$ cat src/rtl/hbmrb_pkg.sv
// ----------------------------------------------------------------------------
// hbmrb_pkg: shared types and constants of the H-bridge ramp/brake controller
// Request payloads, configuration and state records, mode and pattern codes.
// ----------------------------------------------------------------------------
`default_nettype none

package hbmrb_pkg;

  // Start-up delay in ticks and control step spacing (a step every
  // STEP_DIVIDE+1 ticks).
  localparam logic [15:0] STARTUP_TICKS = 16'd500;
  localparam logic [3:0]  STEP_DIVIDE   = 4'd10;
  localparam logic [9:0]  BRAKE_STEP    = 10'd5;

  // Configuration register indexes (byte address is four times the index).
  localparam logic [2:0] REG_CURRENT_LIMIT    = 3'd0;
  localparam logic [2:0] REG_OVP_SET_LEVEL    = 3'd1;
  localparam logic [2:0] REG_OVP_CLEAR_LEVEL  = 3'd2;
  localparam logic [2:0] REG_DUTY_LIMIT       = 3'd3;
  localparam logic [2:0] REG_BRAKE_START_DUTY = 3'd4;
  localparam logic [2:0] REG_RAMP_INCREMENT   = 3'd5;
  localparam logic [2:0] REG_TEST_ON_TIME     = 3'd6;
  localparam logic [2:0] REG_TEST_OFF_TIME    = 3'd7;

  // Bridge drive patterns.
  localparam logic [2:0] PAT_OFF   = 3'd0;
  localparam logic [2:0] PAT_LOW   = 3'd1;
  localparam logic [2:0] PAT_BRAKE = 3'd2;
  localparam logic [2:0] PAT_UP    = 3'd3;
  localparam logic [2:0] PAT_DOWN  = 3'd4;

  // Reported mode codes.
  localparam logic [2:0] CODE_COAST = 3'd0;
  localparam logic [2:0] CODE_STOP  = 3'd1;
  localparam logic [2:0] CODE_BRAKE = 3'd2;
  localparam logic [2:0] CODE_UP    = 3'd3;
  localparam logic [2:0] CODE_DOWN  = 3'd4;
  localparam logic [2:0] CODE_TSW   = 3'd5;
  localparam logic [2:0] CODE_TUP   = 3'd6;
  localparam logic [2:0] CODE_TDOWN = 3'd7;

  // Motor state machine, one-hot.
  typedef enum logic [7:0] {
    MODE_COAST = 8'b0000_0001,
    MODE_STOP  = 8'b0000_0010,
    MODE_BRAKE = 8'b0000_0100,
    MODE_UP    = 8'b0000_1000,
    MODE_DOWN  = 8'b0001_0000,
    MODE_TSW   = 8'b0010_0000,
    MODE_TUP   = 8'b0100_0000,
    MODE_TDOWN = 8'b1000_0000
  } mode_t;

  typedef struct packed {
    logic        down_pin;
    logic        up_pin;
    logic        test_pin;
    logic [11:0] supply_voltage;
    logic [11:0] motor_amps;
  } in_t;

  typedef struct packed {
    logic [9:0] pwm_duty;
    logic [2:0] drive_pattern;
    logic [2:0] motor_mode;
    logic       overvoltage_alarm;
  } out_t;

  typedef struct packed {
    logic [11:0] current_limit;
    logic [11:0] ovp_set_level;
    logic [11:0] ovp_clear_level;
    logic [9:0]  duty_limit;
    logic [9:0]  brake_start_duty;
    logic [7:0]  ramp_increment;
    logic [15:0] test_on_time;
    logic [15:0] test_off_time;
  } cfg_t;

  typedef struct packed {
    mode_t       mode;
    logic [9:0]  duty;
    logic        test_dir;
    logic [15:0] ms_cnt;
    logic        ms_done;
    logic [3:0]  div;
    logic        pending;
    logic        started;
    logic        alarm;
    logic [2:0]  last_pattern;
  } st_t;

  function automatic logic [2:0] mode_code(input mode_t m);
    logic [2:0] c;
    case (m)
      MODE_COAST: c = CODE_COAST;
      MODE_STOP:  c = CODE_STOP;
      MODE_BRAKE: c = CODE_BRAKE;
      MODE_UP:    c = CODE_UP;
      MODE_DOWN:  c = CODE_DOWN;
      MODE_TSW:   c = CODE_TSW;
      MODE_TUP:   c = CODE_TUP;
      MODE_TDOWN: c = CODE_TDOWN;
      default:    c = CODE_BRAKE;
    endcase
    return c;
  endfunction

endpackage

`default_nettype wire

$ cat src/rtl/hbmrb_step.sv
// ----------------------------------------------------------------------------
// hbmrb_step: one-tick update of the motor controller
// Timer, step divider, alarm hysteresis, overcurrent coast and the mode FSM.
// ----------------------------------------------------------------------------
`default_nettype none

module hbmrb_step (
  input  hbmrb_pkg::in_t  tick,
  input  hbmrb_pkg::cfg_t cfg,
  input  hbmrb_pkg::st_t  st,
  output hbmrb_pkg::st_t  st_nxt,
  output hbmrb_pkg::out_t res
);

  always_comb begin
    hbmrb_pkg::st_t nx;
    logic           dir_up;
    logic           dir_down;
    logic           test_on;
    logic [10:0]    ramp_sum;
    logic [9:0]     ramp_duty;
    logic [2:0]     pattern;

    nx = st;

    // Key decode: pins are active low, a direction needs its key alone.
    dir_down = tick.test_pin & tick.up_pin & ~tick.down_pin;
    dir_up   = tick.test_pin & ~tick.up_pin & tick.down_pin;
    test_on  = ~tick.test_pin;

    ramp_sum  = {1'b0, st.duty} + {3'b000, cfg.ramp_increment};
    ramp_duty = (ramp_sum > {1'b0, cfg.duty_limit}) ? cfg.duty_limit : ramp_sum[9:0];

    nx.ms_cnt = st.ms_cnt - 16'd1;
    if (nx.ms_cnt == 16'd0) begin
      nx.ms_done = 1'b1;
    end

    if (st.div >= hbmrb_pkg::STEP_DIVIDE) begin
      nx.div     = 4'd0;
      nx.pending = 1'b1;
    end else begin
      nx.div = st.div + 4'd1;
    end

    if (nx.ms_done) begin
      nx.started = 1'b1;
    end

    if (nx.started) begin
      if (tick.supply_voltage >= cfg.ovp_set_level) begin
        nx.alarm = 1'b1;
      end else if (tick.supply_voltage <= cfg.ovp_clear_level) begin
        nx.alarm = 1'b0;
      end

      if (tick.motor_amps > cfg.current_limit) begin
        nx.mode = hbmrb_pkg::MODE_COAST;
      end

      if (nx.pending) begin
        nx.pending = 1'b0;
        case (nx.mode)
          hbmrb_pkg::MODE_COAST: begin
            nx.duty = 10'd0;
          end
          hbmrb_pkg::MODE_BRAKE: begin
            if (nx.duty < hbmrb_pkg::BRAKE_STEP) begin
              nx.duty = 10'd0;
              nx.mode = hbmrb_pkg::MODE_STOP;
            end else begin
              nx.duty = nx.duty - hbmrb_pkg::BRAKE_STEP;
            end
          end
          hbmrb_pkg::MODE_STOP: begin
            if (!test_on) begin
              nx.test_dir = 1'b0;
            end
            if (test_on && nx.ms_done) begin
              nx.mode = hbmrb_pkg::MODE_TSW;
            end else if (dir_down) begin
              nx.mode = hbmrb_pkg::MODE_DOWN;
            end else if (dir_up) begin
              nx.mode = hbmrb_pkg::MODE_UP;
            end
          end
          hbmrb_pkg::MODE_TSW: begin
            nx.ms_cnt  = cfg.test_on_time;
            nx.ms_done = 1'b0;
            nx.mode    = nx.test_dir ? hbmrb_pkg::MODE_TUP : hbmrb_pkg::MODE_TDOWN;
            nx.test_dir = ~nx.test_dir;
          end
          hbmrb_pkg::MODE_TUP, hbmrb_pkg::MODE_TDOWN: begin
            if (!test_on || nx.ms_done) begin
              nx.ms_cnt  = cfg.test_off_time;
              nx.ms_done = 1'b0;
              nx.duty    = cfg.brake_start_duty;
              nx.mode    = hbmrb_pkg::MODE_BRAKE;
            end else begin
              nx.duty = ramp_duty;
            end
          end
          hbmrb_pkg::MODE_UP: begin
            if (!dir_up) begin
              nx.duty = cfg.brake_start_duty;
              nx.mode = hbmrb_pkg::MODE_BRAKE;
            end else begin
              nx.duty = ramp_duty;
            end
          end
          hbmrb_pkg::MODE_DOWN: begin
            if (!dir_down) begin
              nx.duty = cfg.brake_start_duty;
              nx.mode = hbmrb_pkg::MODE_BRAKE;
            end else begin
              nx.duty = ramp_duty;
            end
          end
          default: begin
            nx.mode = hbmrb_pkg::MODE_BRAKE;
          end
        endcase
      end
    end

    case (nx.mode)
      hbmrb_pkg::MODE_COAST: pattern = hbmrb_pkg::PAT_OFF;
      hbmrb_pkg::MODE_STOP:  pattern = hbmrb_pkg::PAT_LOW;
      hbmrb_pkg::MODE_BRAKE: pattern = hbmrb_pkg::PAT_BRAKE;
      hbmrb_pkg::MODE_UP, hbmrb_pkg::MODE_TUP: pattern = hbmrb_pkg::PAT_UP;
      hbmrb_pkg::MODE_DOWN, hbmrb_pkg::MODE_TDOWN: pattern = hbmrb_pkg::PAT_DOWN;
      default: pattern = st.last_pattern;
    endcase
    nx.last_pattern = pattern;

    st_nxt                = nx;
    res.pwm_duty          = nx.duty;
    res.drive_pattern     = pattern;
    res.motor_mode        = hbmrb_pkg::mode_code(nx.mode);
    res.overvoltage_alarm = nx.alarm;
  end

endmodule

`default_nettype wire

$ cat src/rtl/hbridge_motor_ramp_brake_control.sv
// ----------------------------------------------------------------------------
// hbridge_motor_ramp_brake_control: H-bridge motor ramp and brake controller
// One request per 1 ms tick; one result per tick with duty, pattern, mode
// and the overvoltage alarm. Settings come through an APB-style port.
// ----------------------------------------------------------------------------
// Pipeline: the input register takes a request when it is accepted, and the
// tick update is written into the result register when the input register
// advances. Throughput: one request per cycle while results are taken; the tick
// state is updated in a single pass of compares and small adds between the
// input and result registers. Reset (synchronous, rst_n low) restores the
// settings to their defaults, the start-up timer to 500 ticks, the mode to
// brake and empties the pipeline.
`default_nettype none

module hbridge_motor_ramp_brake_control (
  input  wire                    clk,
  input  wire                    rst_n,
  input  wire                    in_valid,
  output logic                   in_ready,
  input  hbmrb_pkg::in_t         in_data,
  output logic                   out_valid,
  input  wire                    out_ready,
  output hbmrb_pkg::out_t        out_data,
  input  wire                    psel,
  input  wire                    penable,
  input  wire                    pwrite,
  input  wire  [4:0]             paddr,
  input  wire  [31:0]            pwdata,
  output logic [31:0]            prdata,
  output logic                   pready
);

  hbmrb_pkg::cfg_t cfg_r;
  hbmrb_pkg::st_t  st_r;
  hbmrb_pkg::st_t  st_nxt;
  hbmrb_pkg::in_t  in_r;
  hbmrb_pkg::out_t res_nxt;
  hbmrb_pkg::out_t out_r;
  logic            s1_valid_r;
  logic            out_valid_r;
  logic            s1_adv;
  logic            cfg_wr;
  logic [2:0]      cfg_idx;

  // The input register moves on whenever the result register is free or
  // its result is being taken in this cycle, so requests stream at full rate.
  assign s1_adv   = s1_valid_r && (!out_valid_r || out_ready);
  assign in_ready = !s1_valid_r || s1_adv;

  assign out_valid = out_valid_r;
  assign out_data  = out_r;

  // Configuration port: no wait states; register i sits at byte address 4*i.
  assign pready  = 1'b1;
  assign cfg_idx = paddr[4:2];
  assign cfg_wr  = psel && penable && pwrite;

  always_ff @(posedge clk) begin
    if (!rst_n) begin
      cfg_r.current_limit    <= 12'd0;
      cfg_r.ovp_set_level    <= 12'd3470;
      cfg_r.ovp_clear_level  <= 12'd3465;
      cfg_r.duty_limit       <= 10'd750;
      cfg_r.brake_start_duty <= 10'd400;
      cfg_r.ramp_increment   <= 8'd10;
      cfg_r.test_on_time     <= 16'd2000;
      cfg_r.test_off_time    <= 16'd3000;
    end else if (cfg_wr) begin
      case (cfg_idx)
        hbmrb_pkg::REG_CURRENT_LIMIT:    cfg_r.current_limit    <= pwdata[11:0];
        hbmrb_pkg::REG_OVP_SET_LEVEL:    cfg_r.ovp_set_level    <= pwdata[11:0];
        hbmrb_pkg::REG_OVP_CLEAR_LEVEL:  cfg_r.ovp_clear_level  <= pwdata[11:0];
        hbmrb_pkg::REG_DUTY_LIMIT:       cfg_r.duty_limit       <= pwdata[9:0];
        hbmrb_pkg::REG_BRAKE_START_DUTY: cfg_r.brake_start_duty <= pwdata[9:0];
        hbmrb_pkg::REG_RAMP_INCREMENT:   cfg_r.ramp_increment   <= pwdata[7:0];
        hbmrb_pkg::REG_TEST_ON_TIME:     cfg_r.test_on_time     <= pwdata[15:0];
        hbmrb_pkg::REG_TEST_OFF_TIME:    cfg_r.test_off_time    <= pwdata[15:0];
        default: begin
        end
      endcase
    end
  end

  always_comb begin
    case (cfg_idx)
      hbmrb_pkg::REG_CURRENT_LIMIT:    prdata = {20'd0, cfg_r.current_limit};
      hbmrb_pkg::REG_OVP_SET_LEVEL:    prdata = {20'd0, cfg_r.ovp_set_level};
      hbmrb_pkg::REG_OVP_CLEAR_LEVEL:  prdata = {20'd0, cfg_r.ovp_clear_level};
      hbmrb_pkg::REG_DUTY_LIMIT:       prdata = {22'd0, cfg_r.duty_limit};
      hbmrb_pkg::REG_BRAKE_START_DUTY: prdata = {22'd0, cfg_r.brake_start_duty};
      hbmrb_pkg::REG_RAMP_INCREMENT:   prdata = {24'd0, cfg_r.ramp_increment};
      hbmrb_pkg::REG_TEST_ON_TIME:     prdata = {16'd0, cfg_r.test_on_time};
      hbmrb_pkg::REG_TEST_OFF_TIME:    prdata = {16'd0, cfg_r.test_off_time};
      default:                         prdata = 32'd0;
    endcase
  end

  // The tick update itself: all of the controller's state advances once per
  // request, as the request leaves the input register.
  hbmrb_step u_step (
    .tick   (in_r),
    .cfg    (cfg_r),
    .st     (st_r),
    .st_nxt (st_nxt),
    .res    (res_nxt)
  );

  // Pipeline control.
  always_ff @(posedge clk) begin
    if (!rst_n) begin
      s1_valid_r  <= 1'b0;
      out_valid_r <= 1'b0;
    end else begin
      if (in_ready) begin
        s1_valid_r <= in_valid;
      end
      if (s1_adv) begin
        out_valid_r <= 1'b1;
      end else if (out_ready) begin
        out_valid_r <= 1'b0;
      end
    end
  end

  // Payload registers carry no reset.
  always_ff @(posedge clk) begin
    if (in_ready && in_valid) begin
      in_r <= in_data;
    end
    if (s1_adv) begin
      out_r <= res_nxt;
    end
  end

  // Controller state.
  always_ff @(posedge clk) begin
    if (!rst_n) begin
      st_r.mode         <= hbmrb_pkg::MODE_BRAKE;
      st_r.duty         <= 10'd0;
      st_r.test_dir     <= 1'b0;
      st_r.ms_cnt       <= hbmrb_pkg::STARTUP_TICKS;
      st_r.ms_done      <= 1'b0;
      st_r.div          <= 4'd0;
      st_r.pending      <= 1'b0;
      st_r.started      <= 1'b0;
      st_r.alarm        <= 1'b0;
      st_r.last_pattern <= hbmrb_pkg::PAT_BRAKE;
    end else if (s1_adv) begin
      st_r <= st_nxt;
    end
  end

  // Before start-up ends the motor is held in brake with zero duty.
  a_startup_hold: assert property (@(posedge clk) disable iff (!rst_n)
    !st_r.started |-> (st_r.mode == hbmrb_pkg::MODE_BRAKE && st_r.duty == 10'd0))
    else $error("motor state moved before start-up ended");

  // Coast after overcurrent is left only through reset.
  a_coast_sticky: assert property (@(posedge clk) disable iff (!rst_n)
    st_r.mode == hbmrb_pkg::MODE_COAST |=> st_r.mode == hbmrb_pkg::MODE_COAST)
    else $error("coast mode was left without reset");

  // Once started, the controller stays started.
  a_started_sticky: assert property (@(posedge clk) disable iff (!rst_n)
    st_r.started |=> st_r.started)
    else $error("started flag dropped");

  // A stalled result blocks a waiting request in the input register.
  a_backpressure: assert property (@(posedge clk) disable iff (!rst_n)
    (out_valid_r && !out_ready && s1_valid_r) |-> !in_ready)
    else $error("input taken while the pipeline is full");

  // The state only changes when a request passes into the result register.
  a_state_hold: assert property (@(posedge clk) disable iff (!rst_n)
    !s1_adv |=> $stable(st_r))
    else $error("controller state changed without a tick");

endmodule

`default_nettype wire
$ cat config.mk
export PLATFORM = sky130hd
export DESIGN_NAME = hbridge_motor_ramp_brake_control
export DESIGN_NICKNAME = d
export VERILOG_FILES = /design/src/rtl/hbmrb_pkg.sv /design/src/rtl/hbmrb_step.sv /design/src/rtl/hbridge_motor_ramp_brake_control.sv
export SDC_FILE = /design/constraint.sdc
export NUM_CORES = 1
export LEC_CHECK = 0
export BUFFER_PORTS_ARGS = -buffer_cell sky130_fd_sc_hd__buf_2
export CORE_MARGIN = 2
export CORE_UTILIZATION = 35
export DETAILED_ROUTE_END_ITERATION = 6
export HOLD_SLACK_MARGIN = 0.03
export PLACE_DENSITY_LB_ADDON = 0.05
export SLEW_MARGIN = 10
export SYNTH_ARGS = -nofsm -noshare
export SYNTH_HDL_FRONTEND = slang
export SYNTH_SLANG_ARGS = --single-unit
$ cat constraint.sdc
create_clock -name clk -period 7.1 [get_ports clk]
set_input_delay 1.42 -clock clk [delete_from_list [all_inputs] [get_ports clk]]
set_output_delay 1.42 -clock clk [all_outputs]
set_load 0.03 [all_outputs]
==> results of run 1 <==
metrics by stage:
stage	hold WS (ns)	power (mW)
2_1_floorplan	0.427	1.32
3_3_place_gp	0.436	1.40
3_5_place_dp	0.444	1.40
4_1_cts	0.461	2.40
5_1_grt	0.491	2.47
6_report	0.459	2.37
Yosys cell counts (5+ instances only):
cell type | n | share of area
nor3_1 | 23 | 0.010
or4_1 | 5 | 0.0033
or3_1 | 8 | 0.0044
nor4b_1 | 6 | 0.0046
o221ai_1 | 8 | 0.0062
nor2_1 | 84 | 0.028
buf_4 | 18 | 0.012
nor4_1 | 12 | 0.0066
a211oi_1 | 5 | 0.0033
a222oi_1 | 8 | 0.0071
mux2i_1 | 36 | 0.032
a21boi_0 | 46 | 0.031
nand3_1 | 34 | 0.015
o22a_1 | 6 | 0.0046
a31oi_1 | 9 | 0.0050
and2_1 | 11 | 0.0061
nand2_1 | 215 | 0.071
ha_1 | 59 | 0.065
o211ai_1 | 24 | 0.016
nand2b_1 | 10 | 0.0055
clkbuf_1 | 70 | 0.023
o31ai_1 | 6 | 0.0040
a22oi_1 | 27 | 0.018
a221oi_1 | 9 | 0.0070
o21bai_1 | 6 | 0.0040
nand4_1 | 16 | 0.0088
mux2_2 | 12 | 0.012
a21oi_1 | 61 | 0.027
a22o_1 | 7 | 0.0054
xnor2_1 | 16 | 0.012
o21ai_0 | 64 | 0.028
nor2b_1 | 31 | 0.017
o21a_1 | 11 | 0.0073
buf_1 | 8 | 0.0027
xor2_1 | 13 | 0.010
edfxtp_1 | 44 | 0.12
a21o_1 | 15 | 0.0099
inv_1 | 68 | 0.023
o22ai_1 | 7 | 0.0039
dfxtp_1 | 144 | 0.25
worst max path at each step:
stage / from / endpoint / slack [ns]
2_1_floorplan: paddr[4] / prdata[11] / 2.64
3_3_place_gp: paddr[2] / prdata[1] / 2.06
3_5_place_dp: st_r[11] / out_data[6] / 2.07
4_1_cts: st_r[11] / out_data[6] / 2.05
5_1_grt: st_r[11] / out_data[6] / 1.79
6_report: paddr[3] / prdata[8] / 2.01
flip-flops by register name, indices dropped and copies added (netlist names):
name and cells:
cfg_r 96, st_r 46, in_r 27, out_data 17, out_valid 1, s1_valid_r 1
area by class of cell:
cell class / count / area, um^2
fill: 3278 / 19200
clock buffer: 20 / 437
tap: 402 / 503
timing repair buffer: 99 / 528
multi-input combinational: 998 / 6490
inverter: 68 / 255
sequential: 188 / 4200
clock inverter: 12 / 151
power breakdown:
group | total, mW | switching [mW] | leakage (nW) | internal (mW)
logic | 0.239 | 0.163 | 2.96 | 0.0757
registers | 1.13 | 0.0178 | 1.58 | 1.12
clock network | 0.998 | 0.466 | 0.291 | 0.532
total | 2.37 | 0.647 | 4.84 | 1.72
worst reg2reg max path: stages, from the launching register on:
cell and delay, ns:
dfxtp_1 0.39, inv_1 0.09, ha_1 0.22, or3b_1 0.53, o31a_1 0.29, or4_4 0.51
o41a_2 0.56, a211oi_4 0.89, o21ai_2 0.15, o21ai_2 0.24, xor2_1 0.24, nor4b_1 0.32
nor3_2 0.14, a32o_1 0.22
cells in the final DEF, fill, tap and decap left out, types with 7 or more instances in the layout:
cell	instances
a21oi_1	61
clkbuf_16	17
o22ai_1	7
xnor2_1	16
buf_2	86
nor2b_1	31
a31oi_1	9
a221oi_1	9
inv_1	68
or3_1	8
a21boi_0	46
buf_4	13
a22oi_1	27
o21a_1	11
edfxtp_1	44
nand2b_1	10
a22o_1	7
nand4_1	16
nor2_1	84
ha_1	59
mux2i_1	36
mux2_2	12
nor3_1	20
dfxtp_1	144
o211ai_1	24
and2_1	11
o221ai_1	8
conb_1	17
nor4_1	12
nand2_1	215
nand3_1	34
o21ai_0	63
a21o_1	15
xor2_1	13
a222oi_1	8
layer usage:
metal / wire, um / vias to the layer above / share of wire / global-route usage
li1: - / 4828 / - / -
met2: 16700 / 217 / 0.47 / 0.360
met4: 656 / 0 / 0.018 / 0.0630
met1: 17100 / 4615 / 0.48 / 0.295
met3: 1150 / 30 / 0.032 / 0.0309
met5: 0 / - / 0 / 0
cell families (layout without fill, tap and decap cells):
logic type / after synthesis / in the layout / share of synthesized area
AND/OR/NAND/NOR: 483 / 483 / 0.203
AO/OA/AOI/OAI: 358 / 358 / 0.224
flip-flops: 188 / 188 / 0.371
buffers and inverters: 168 / 199 / 0.0621
adder cells (fa/ha/maj): 60 / 60 / 0.0670
multiplexers: 50 / 50 / 0.0478
XOR/XNOR: 30 / 30 / 0.0239
other: 2 / 17 / 0.000664
==> run summary, run 1 <==
period utilization: 0.717
Setup crit end kind: output port
routed vias/inst: 5.42
Slew HR: 0.199
RSZ-0062 raised after global routing: false
Setup WS pre-CTS: 2.07 ns
CP dominant cell by count: buf_2
Gate Count Post-Synth: 1339
setup violators final: 0
GP Congestion: 0.858
slowest cell on the critical path: buf_2
Max clock buf depth: 2
Root Buffer: clkbuf_16
Distinct cells, synth: 85
number of global-route vias before repair: 9609
final WL: 35.6 mm
IO Port Bufs: 87
setup ws final: 2.01 ns
core area: 31700 um^2
min-delay worst type: register to register
final slew viol count: 0
total number of vias: 9690
layout cells sized above 1: 0.121
Leakage: 4.84 nW
fin crit period: 5.09 ns
critical path depth: 7
number of remaining DRC errors: 0
Die Ht: 184 um
Antenna Cells: 0
Inserted Clock Buffers: 17
FFs w/ async S/R, synth: 0
antenna violations before repair: 0
1st-iter DRT viols: 583
Synth Warn #: 0
non-filler cells in the finished layout: 1787
Required @ worst endpoint: 5.68 ns
post-route setup TNS: 0 ns
CP max stage delay: 0.51 ns
DR WL/cell: 19.9 um
synthesized flop and latch total: 188
skew final: 0.0103 ns
crit path cell chain: buf_2, inv_1, nor2_1, a22oi_1, o221ai_1, o21a_1, buf_2
Avg Cell Area, Syn: 8.45 um^2
clock transition at the registers of the reported paths: 0.07 ns
Util after Layout: 0.396
die area: 33800 um^2
CTS Hold Buffers Added: 0
first-pass detailed-route iteration total: 6
Post-synth EDFFs: 44
cell family contributing the most delay on the critical path: buffers and inverters
Ports: 123
Main synth FF type: dfxtp_1
Area growth, synth to finish: 11.0%
dpl cell area: 12000 um^2
hpwl dp: 25.9 mm
Inst Count DP: 1755
clk sink count: 188
Worst Tran Pin Value: 1.19 ns
reg2reg path depth: 13
status: complete, no violations
worst vdd ir: 0.167 mV
Post-CTS Setup Repair Bufs: 0
first-pass GRT wire length: 56.6 mm
kind of critical path: input port to output port
end of the worst hold path: st_r[1]
Total GRT Usage: 0.218
Seq/Total Area, Yosys: 0.371
Max Freq: 0.197 GHz
maxcap violations: 0
Die W: 184 um
Antenna Nets Post-Route: 0
H-tree Lvls: 4
final global-route overflow total: 0
buffer and inverter count on the worst path: 3
Critical Path Start Type: input port
largest net degree at the start of global routing: 105
R2R setup slack: 2.06 ns
worst-path fanout max: 26
final hold vios: 0
Post-CTS Resized: 0
clock latency on the worst-skew pair: 0.45 ns
Cell Rows: 65
HP Start: st_r[1]
Worst EP arrival: 3.67 ns
Non-Filler Cell Area, Final: 12600 um^2
PwrDens: 189 nW/um^2
hold path depth: 1
FF-to-FF End: out_data[6]
Starting Density: 0.357
Mapped Area: 11300 um^2
FF-to-FF Start: st_r[11]
CTS tree: done
nets: 1503
Note: power is estimated with default switching activity, not from simulation.
==> run 2, diff against run 1 <==
clock period = 4.1 ns   (was 7.1 ns; I/O delays follow)
==> run summary, run 2 (same netlist as run 1, synthesis figures left out) <==
largest net degree at the start of global routing: 68 (was 105)
fin crit period: 4.15 ns
Die W: 184 um (unchanged)
violations in the final reports: setup timing
setup ws final: -0.0452 ns (was 2.01 ns)
CP max stage delay: 0.42 ns (was 0.51 ns)
R2R setup slack: -0.05 ns (was 2.06 ns)
GP Congestion: 0.845 (was 0.858)
Setup WS pre-CTS: -0.226 ns (was 2.07 ns)
reg2reg path depth: 18 (was 13)
worst-path fanout max: 4 (was 26)
cell family contributing the most delay on the critical path: compound AO/OA/AOI/OAI gates (was buffers and inverters)
Inst Count DP: 1821 (was 1755)
number of global-route vias before repair: 9852 (was 9609)
Root Buffer: clkbuf_16 (unchanged)
largest registers: cfg_r (96), st_r (46), in_r (27) (unchanged)
CTS Hold Buffers Added: 0 (unchanged)
PwrDens: 306 nW/um^2 (was 189 nW/um^2)
kind of critical path: register to register (was input port to output port)
maxcap violations: 0 (unchanged)
critical path depth: 18 (was 7)
Starting Density: 0.357 (unchanged)
Critical Path Start Type: register (was input port)
min-delay worst type: register to register (unchanged)
Slew HR: 0.339 (was 0.199)
Non-Filler Cell Area, Final: 13500 um^2 (was 12600 um^2)
CTS tree: done (unchanged)
Largest Register: cfg_r (unchanged)
final global-route overflow total: 0 (unchanged)
nets: 1591 (was 1503)
die area: 33800 um^2 (unchanged)
non-filler cells in the finished layout: 1875 (was 1787)
commonest non-fill, non-tap cell in the layout: nand2_1 (unchanged)
Area growth, synth to finish: 19.0% (was 11.0%)
worst hold slack: 0.470 ns (was 0.459 ns)
setup violators final: 3 (was 0)
Max clock buf depth: 2 (unchanged)
hpwl dp: 27.1 mm (was 25.9 mm)
Setup crit end kind: register (was output port)
number of remaining DRC errors: 0 (unchanged)
Total GRT Usage: 0.223 (was 0.218)
net load switching power: 1.13 mW (was 0.647 mW)
clock transition at the registers of the reported paths: 0.08 ns (was 0.07 ns)
Required @ worst endpoint: 4.27 ns (was 5.68 ns)
final slew viol count: 0 (unchanged)
first-pass GRT wire length: 57.7 mm (was 56.6 mm)
DR WL/cell: 19.6 um (was 19.9 um)
Worst EP arrival: 4.32 ns (was 3.67 ns)
buffer and inverter count on the worst path: 1 (was 3)
clk sink count: 188 (unchanged)
sequential share of power: 0.477 (was 0.478)
switching share of total power: 0.274 (was 0.273)
Cell Rows: 65 (unchanged)
Clock Power Share: 0.415 (was 0.421)
1st-iter DRT viols: 626 (was 583)
core area: 31700 um^2 (unchanged)
H-tree Lvls: 4 (unchanged)
Pwr Total: 4.12 mW (was 2.37 mW)
Leakage: 5.32 nW (was 4.84 nW)
total number of vias: 10100 (was 9690)
period utilization: 1.01
Ports: 123 (unchanged)
layout cells sized above 1: 0.197 (was 0.121)
Max Freq: 0.241 GHz
Antenna Cells: 0 (unchanged)
footprint of the multi-input gates: 6680 um^2 (was 6490 um^2)
RSZ-0062 raised after global routing: true (was false)
antenna violations before repair: 1 (was 0)
post-route setup TNS: -0.0656 ns (was 0 ns)
Util after Layout: 0.425 (was 0.396)
status: complete, but fails checks (was complete, no violations)
routed vias/inst: 5.37 (was 5.42)
FF+latch area: 4210 um^2 (was 4200 um^2)
crit path cell chain: ha_4, fa_2, a21oi_2, nor2_1, nor2_1, o21bai_1, a21oi_2, o21bai_1, a21oi_2, xnor2_2, ha_1, a211o_1, o21bai_2, o21a_2, clkbuf_16, mux2_4, a222oi_1, o21ai_1 (was buf_2, inv_1, nor2_1, a22oi_1, o221ai_1, o21a_1, buf_2)
clock latency on the worst-skew pair: 0.45 ns (about the same)
worst vdd ir: 0.296 mV (was 0.167 mV)
final WL: 36.8 mm (was 35.6 mm)
IO Port Bufs: 87 (unchanged)
Antenna Nets Post-Route: 0 (unchanged)
Worst Tran Pin Value: 0.980 ns (was 1.19 ns)
final hold vios: 0 (unchanged)
slowest cell on the critical path: a222oi_1 (was buf_2)
most frequent cells in the layout: nand2_1, dfxtp_1, buf_4, buf_2, nor2_1 (was nand2_1, dfxtp_1, buf_2, nor2_1, inv_1)
Die Ht: 184 um (unchanged)
Filler cells: 3205 (was 3278)
max reg flops: 96 (unchanged)
Inserted Clock Buffers: 17 (unchanged)
Internal Pwr Total: 2.99 mW (was 1.72 mW)
first-pass detailed-route iteration total: 7 (was 6)
CP dominant cell by count: a21oi_2 (was buf_2)
dpl cell area: 12500 um^2 (was 12000 um^2)
hold path depth: 2 (was 1)
Comb power frac: 0.108 (was 0.101)
skew final: 0.0139 ns (was 0.0103 ns)
run 2: routing by layer:
metal,wire length (um),part of all wire,global-route usage
met5,13,0.00035,0
met4,767,0.021,0.0630
met3,1310,0.035,0.0343
met2,17500,0.48,0.377
met1,17200,0.47,0.295
run 2: repair_timing:
item,4_1_cts,5_1_grt
setup buffers,6,15
pin swaps,8,49
endpoints found under the setup margin,21,36
gates cloned,0,1
gates resized for setup,13,44
run 2: final timing paths:
kind                                start            to
worst max register to register   st_r[28]  out_data[14]
worst min-delay path            cfg_r[76]     cfg_r[76]
worst min register to register  cfg_r[76]     cfg_r[76]
worst max-delay path             st_r[28]  out_data[14]
run 2: worst reg2reg max path, delay by kind of cell (launching register included):
| family | cells | cell delay [ns] |
|---|---|---|
| flops | 1 | 0.34 |
| compound gates | 10 | 1.98 |
| xor+xnor | 1 | 0.15 |
| buf+inv | 1 | 0.16 |
| simple gates | 2 | 0.16 |
| fa+ha+maj | 3 | 0.80 |
| mux | 1 | 0.29 |
run 2: area by class of cell:
type	count	area share
multi-input combinational	998	0.496
tap	402	0.0374
clock buffer	19	0.0345
inverter	68	0.0190
timing repair buffer	187	0.0913
sequential	188	0.313
clock inverter	13	0.00901
run 2: power by group through the flow:
stage | registers [mW] | logic, mW | clock network (mW)
6_report | 1.96 | 0.445 | 1.71
5_1_grt | 1.97 | 0.487 | 1.84
3_3_place_gp | 2.00 | 0.434 | 0
4_1_cts | 1.96 | 0.438 | 1.76
2_1_floorplan | 2.01 | 0.280 | 0
3_5_place_dp | 2.00 | 0.437 | 0
==> run 3, diff against run 2 <==
CORE_UTILIZATION = 54   (was 35)
clock period = 3.5 ns   (was 4.1 ns; I/O delays follow)
==> run summary, run 3 (same netlist as run 1, synthesis figures left out) <==
status: complete, but fails checks (unchanged)
violations in the final reports: setup timing (unchanged)
Setup WS pre-CTS: -0.528 ns (was -0.226 ns)
setup ws final: -0.602 ns (was -0.0452 ns)
number of global-route vias before repair: 10500 (was 9852)
dpl cell area: 13200 um^2 (was 12500 um^2)
Max Freq: 0.244 GHz (was 0.241 GHz)
Die Ht: 149 um (was 184 um)
Area growth, synth to finish: 29.2% (was 19.0%)
fin crit period: 4.10 ns (was 4.15 ns)
antenna violations before repair: 0 (was 1)
DR WL/cell: 19.0 um (was 19.6 um)
IO Port Bufs: 87 (unchanged)
final slew viol count: 0 (unchanged)
clk sink count: 188 (unchanged)
1st-iter DRT viols: 968 (was 626)
FF-to-FF End: out_data[2] (was out_data[14])
crit path cell chain: inv_2, ha_4, or3b_4, o31a_1, or4_4, o41ai_4, clkbuf_16, nor2_4, a22o_1, o21ai_1, or3b_4, a2111oi_4, buf_4, nor2_4, a21o_1 (was ha_4, fa_2, a21oi_2, nor2_1, nor2_1, o21bai_1, a21oi_2, o21bai_1, a21oi_2, xnor2_2, ha_1, a211o_1, o21bai_2, o21a_2, clkbuf_16, mux2_4, a222oi_1, o21ai_1)
die area: 22100 um^2 (was 33800 um^2)
number of remaining DRC errors: 0 (unchanged)
Antenna Cells: 0 (unchanged)
end of the worst hold path: in_r[13] (was cfg_r[76])
Slew HR: 0.494 (was 0.339)
Worst Tran Pin Value: 0.756 ns (was 0.980 ns)
commonest non-fill, non-tap cell in the layout: nand2_1 (unchanged)
largest net degree at the start of global routing: 85 (was 68)
hpwl dp: 25.2 mm (was 27.1 mm)
largest registers: cfg_r (96), st_r (46), in_r (27) (unchanged)
Non-Filler Cell Area, Final: 14600 um^2 (was 13500 um^2)
PwrDens: 332 nW/um^2 (was 306 nW/um^2)
layout cells sized above 1: 0.287 (was 0.197)
max reg flops: 96 (unchanged)
Pwr Total: 4.85 mW (was 4.12 mW)
Antenna Nets Post-Route: 0 (unchanged)
Total GRT Usage: 0.318 (was 0.223)
clock latency on the worst-skew pair: 0.44 ns (was 0.45 ns)
final global-route overflow total: 0 (unchanged)
Die W: 149 um (was 184 um)
FF-to-FF Start: st_r[12] (was st_r[28])
sequential share of power: 0.472 (was 0.477)
non-filler cells in the finished layout: 1857 (was 1875)
Cell Rows: 52 (was 65)
final hold vios: 0 (unchanged)
Setup crit end kind: register (unchanged)
Clock Power Share: 0.411 (was 0.415)
clock transition at the registers of the reported paths: 0.08 ns (about the same)
CTS tree: done (unchanged)
final WL: 35.3 mm (was 36.8 mm)
first-pass GRT wire length: 55.4 mm (was 57.7 mm)
switching share of total power: 0.289 (was 0.274)
Inserted Clock Buffers: 17 (unchanged)
Worst EP arrival: 4.30 ns (was 4.32 ns)
HP Start: in_data[13] (was cfg_r[76])
worst vdd ir: 0.293 mV (was 0.296 mV)
setup violators final: 32 (was 3)
kind of critical path: register to register (unchanged)
Inst Count DP: 1793 (was 1821)
most frequent cells in the layout: nand2_1, buf_4, dfxtp_1, buf_2, nor2_1 (was nand2_1, dfxtp_1, buf_4, buf_2, nor2_1)
period utilization: 1.17 (was 1.01)
nets: 1705 (was 1591)
Largest Register: cfg_r (unchanged)
net load switching power: 1.40 mW (was 1.13 mW)
Comb power frac: 0.116 (was 0.108)
slowest cell on the critical path: or4_4 (was a222oi_1)
total number of vias: 10900 (was 10100)
Ports: 123 (unchanged)
Leakage: 5.97 nW (was 5.32 nW)
Required @ worst endpoint: 3.70 ns (was 4.27 ns)
H-tree Lvls: 4 (unchanged)
maxcap violations: 0 (unchanged)
CTS Hold Buffers Added: 0 (unchanged)
min-delay worst type: input port to register (was register to register)
worst-path fanout max: 5 (was 4)
Filler cells: 1601 (was 3205)
skew final: 0.0136 ns (was 0.0139 ns)
routed vias/inst: 5.90 (was 5.37)
GP Congestion: 0.941 (was 0.845)
RSZ-0062 raised after global routing: true (unchanged)
reg2reg path depth: 15 (was 18)
hold path depth: 1 (was 2)
Critical Path Start Type: register (unchanged)
CP max stage delay: 0.48 ns (was 0.42 ns)
Starting Density: 0.554 (was 0.357)
Internal Pwr Total: 3.45 mW (was 2.99 mW)
core area: 20400 um^2 (was 31700 um^2)
Root Buffer: clkbuf_16 (unchanged)
R2R setup slack: -0.60 ns (was -0.05 ns)
Max clock buf depth: 2 (unchanged)
first-pass detailed-route iteration total: 5 (was 7)
==> run 3: cell count changes in the layout (fill, tap and decap cells not counted), sizes merged <==
cell / change
buf: +113
clkinv: +6
bufinv: -1
clkinvlp: -1
clkbuf: -1
inv: -2
==> run 3: power by group through the flow <==
stage          registers, mW  clock network (mW)  logic [mW]
2_1_floorplan           2.35                   0       0.333
3_3_place_gp            2.34                   0       0.528
3_5_place_dp            2.34                   0       0.537
4_1_cts                 2.29                2.02       0.548
5_1_grt                 2.30                2.12       0.607
6_report                2.29                2.00       0.564
==> run 3: metal layers <==
metal	global-route usage	routed length (um)	part of all wire
met5	0	0	0
met2	0.524	16700	0.47
met1	0.428	15100	0.43
met3	0.0434	2190	0.062
met4	0.114	1270	0.036
==> run 3: final cells by class <==
class                           count  area [um^2]  share of cell area
Multi-Input combinational cell    998         6970               0.477
Sequential cell                   188         4220               0.289
Timing Repair Buffer              301         2210               0.151
Clock buffer                       17          425              0.0291
Tap cell                          270          338              0.0231
Inverter                           68          258              0.0176
Clock inverter                     15          193              0.0132
==> run 3: worst max path at each step <==
stage,cells after the start,end,startpoint,slack (ns)
finish,15,out_data[2],st_r[12],-0.60
global route,18,out_data[14],cfg_r[33],-0.73
CTS,18,out_data[7],cfg_r[32],-0.57
detailed placement,17,out_data[7],cfg_r[33],-0.53
global placement,13,out_data[6],st_r[11],-0.47
floorplan,14,out_data[6],st_r[12],-0.46
==> run 3: repair_timing <==
item | CTS | global route
pin swaps | 49 | 39
buffers inserted | 19 | 16
cloned | 0 | 1
resized for setup | 77 | 64
setup endpoints to repair | 46 | 47
==> run 3: critical path: cells and delay by family (launching register included) <==
| family | cells | cell delay, ns |
|---|---|---|
| simple gates | 5 | 1.36 |
| buf+inv | 3 | 0.48 |
| fa+ha+maj | 1 | 0.13 |
| compound gates | 6 | 1.56 |
| flops | 1 | 0.33 |
==> run 3: stage by stage <==
stage	utilization	hold slack, ns	setup TNS [ns]
after floorplan	-	0.427	-3.94
after global placement	0.647	0.438	-12.21
after detailed placement	0.647	0.440	-14.64
after CTS	0.697	0.415	-13.19
after global routing	0.716	0.404	-18.70
final	0.716	0.421	-13.11
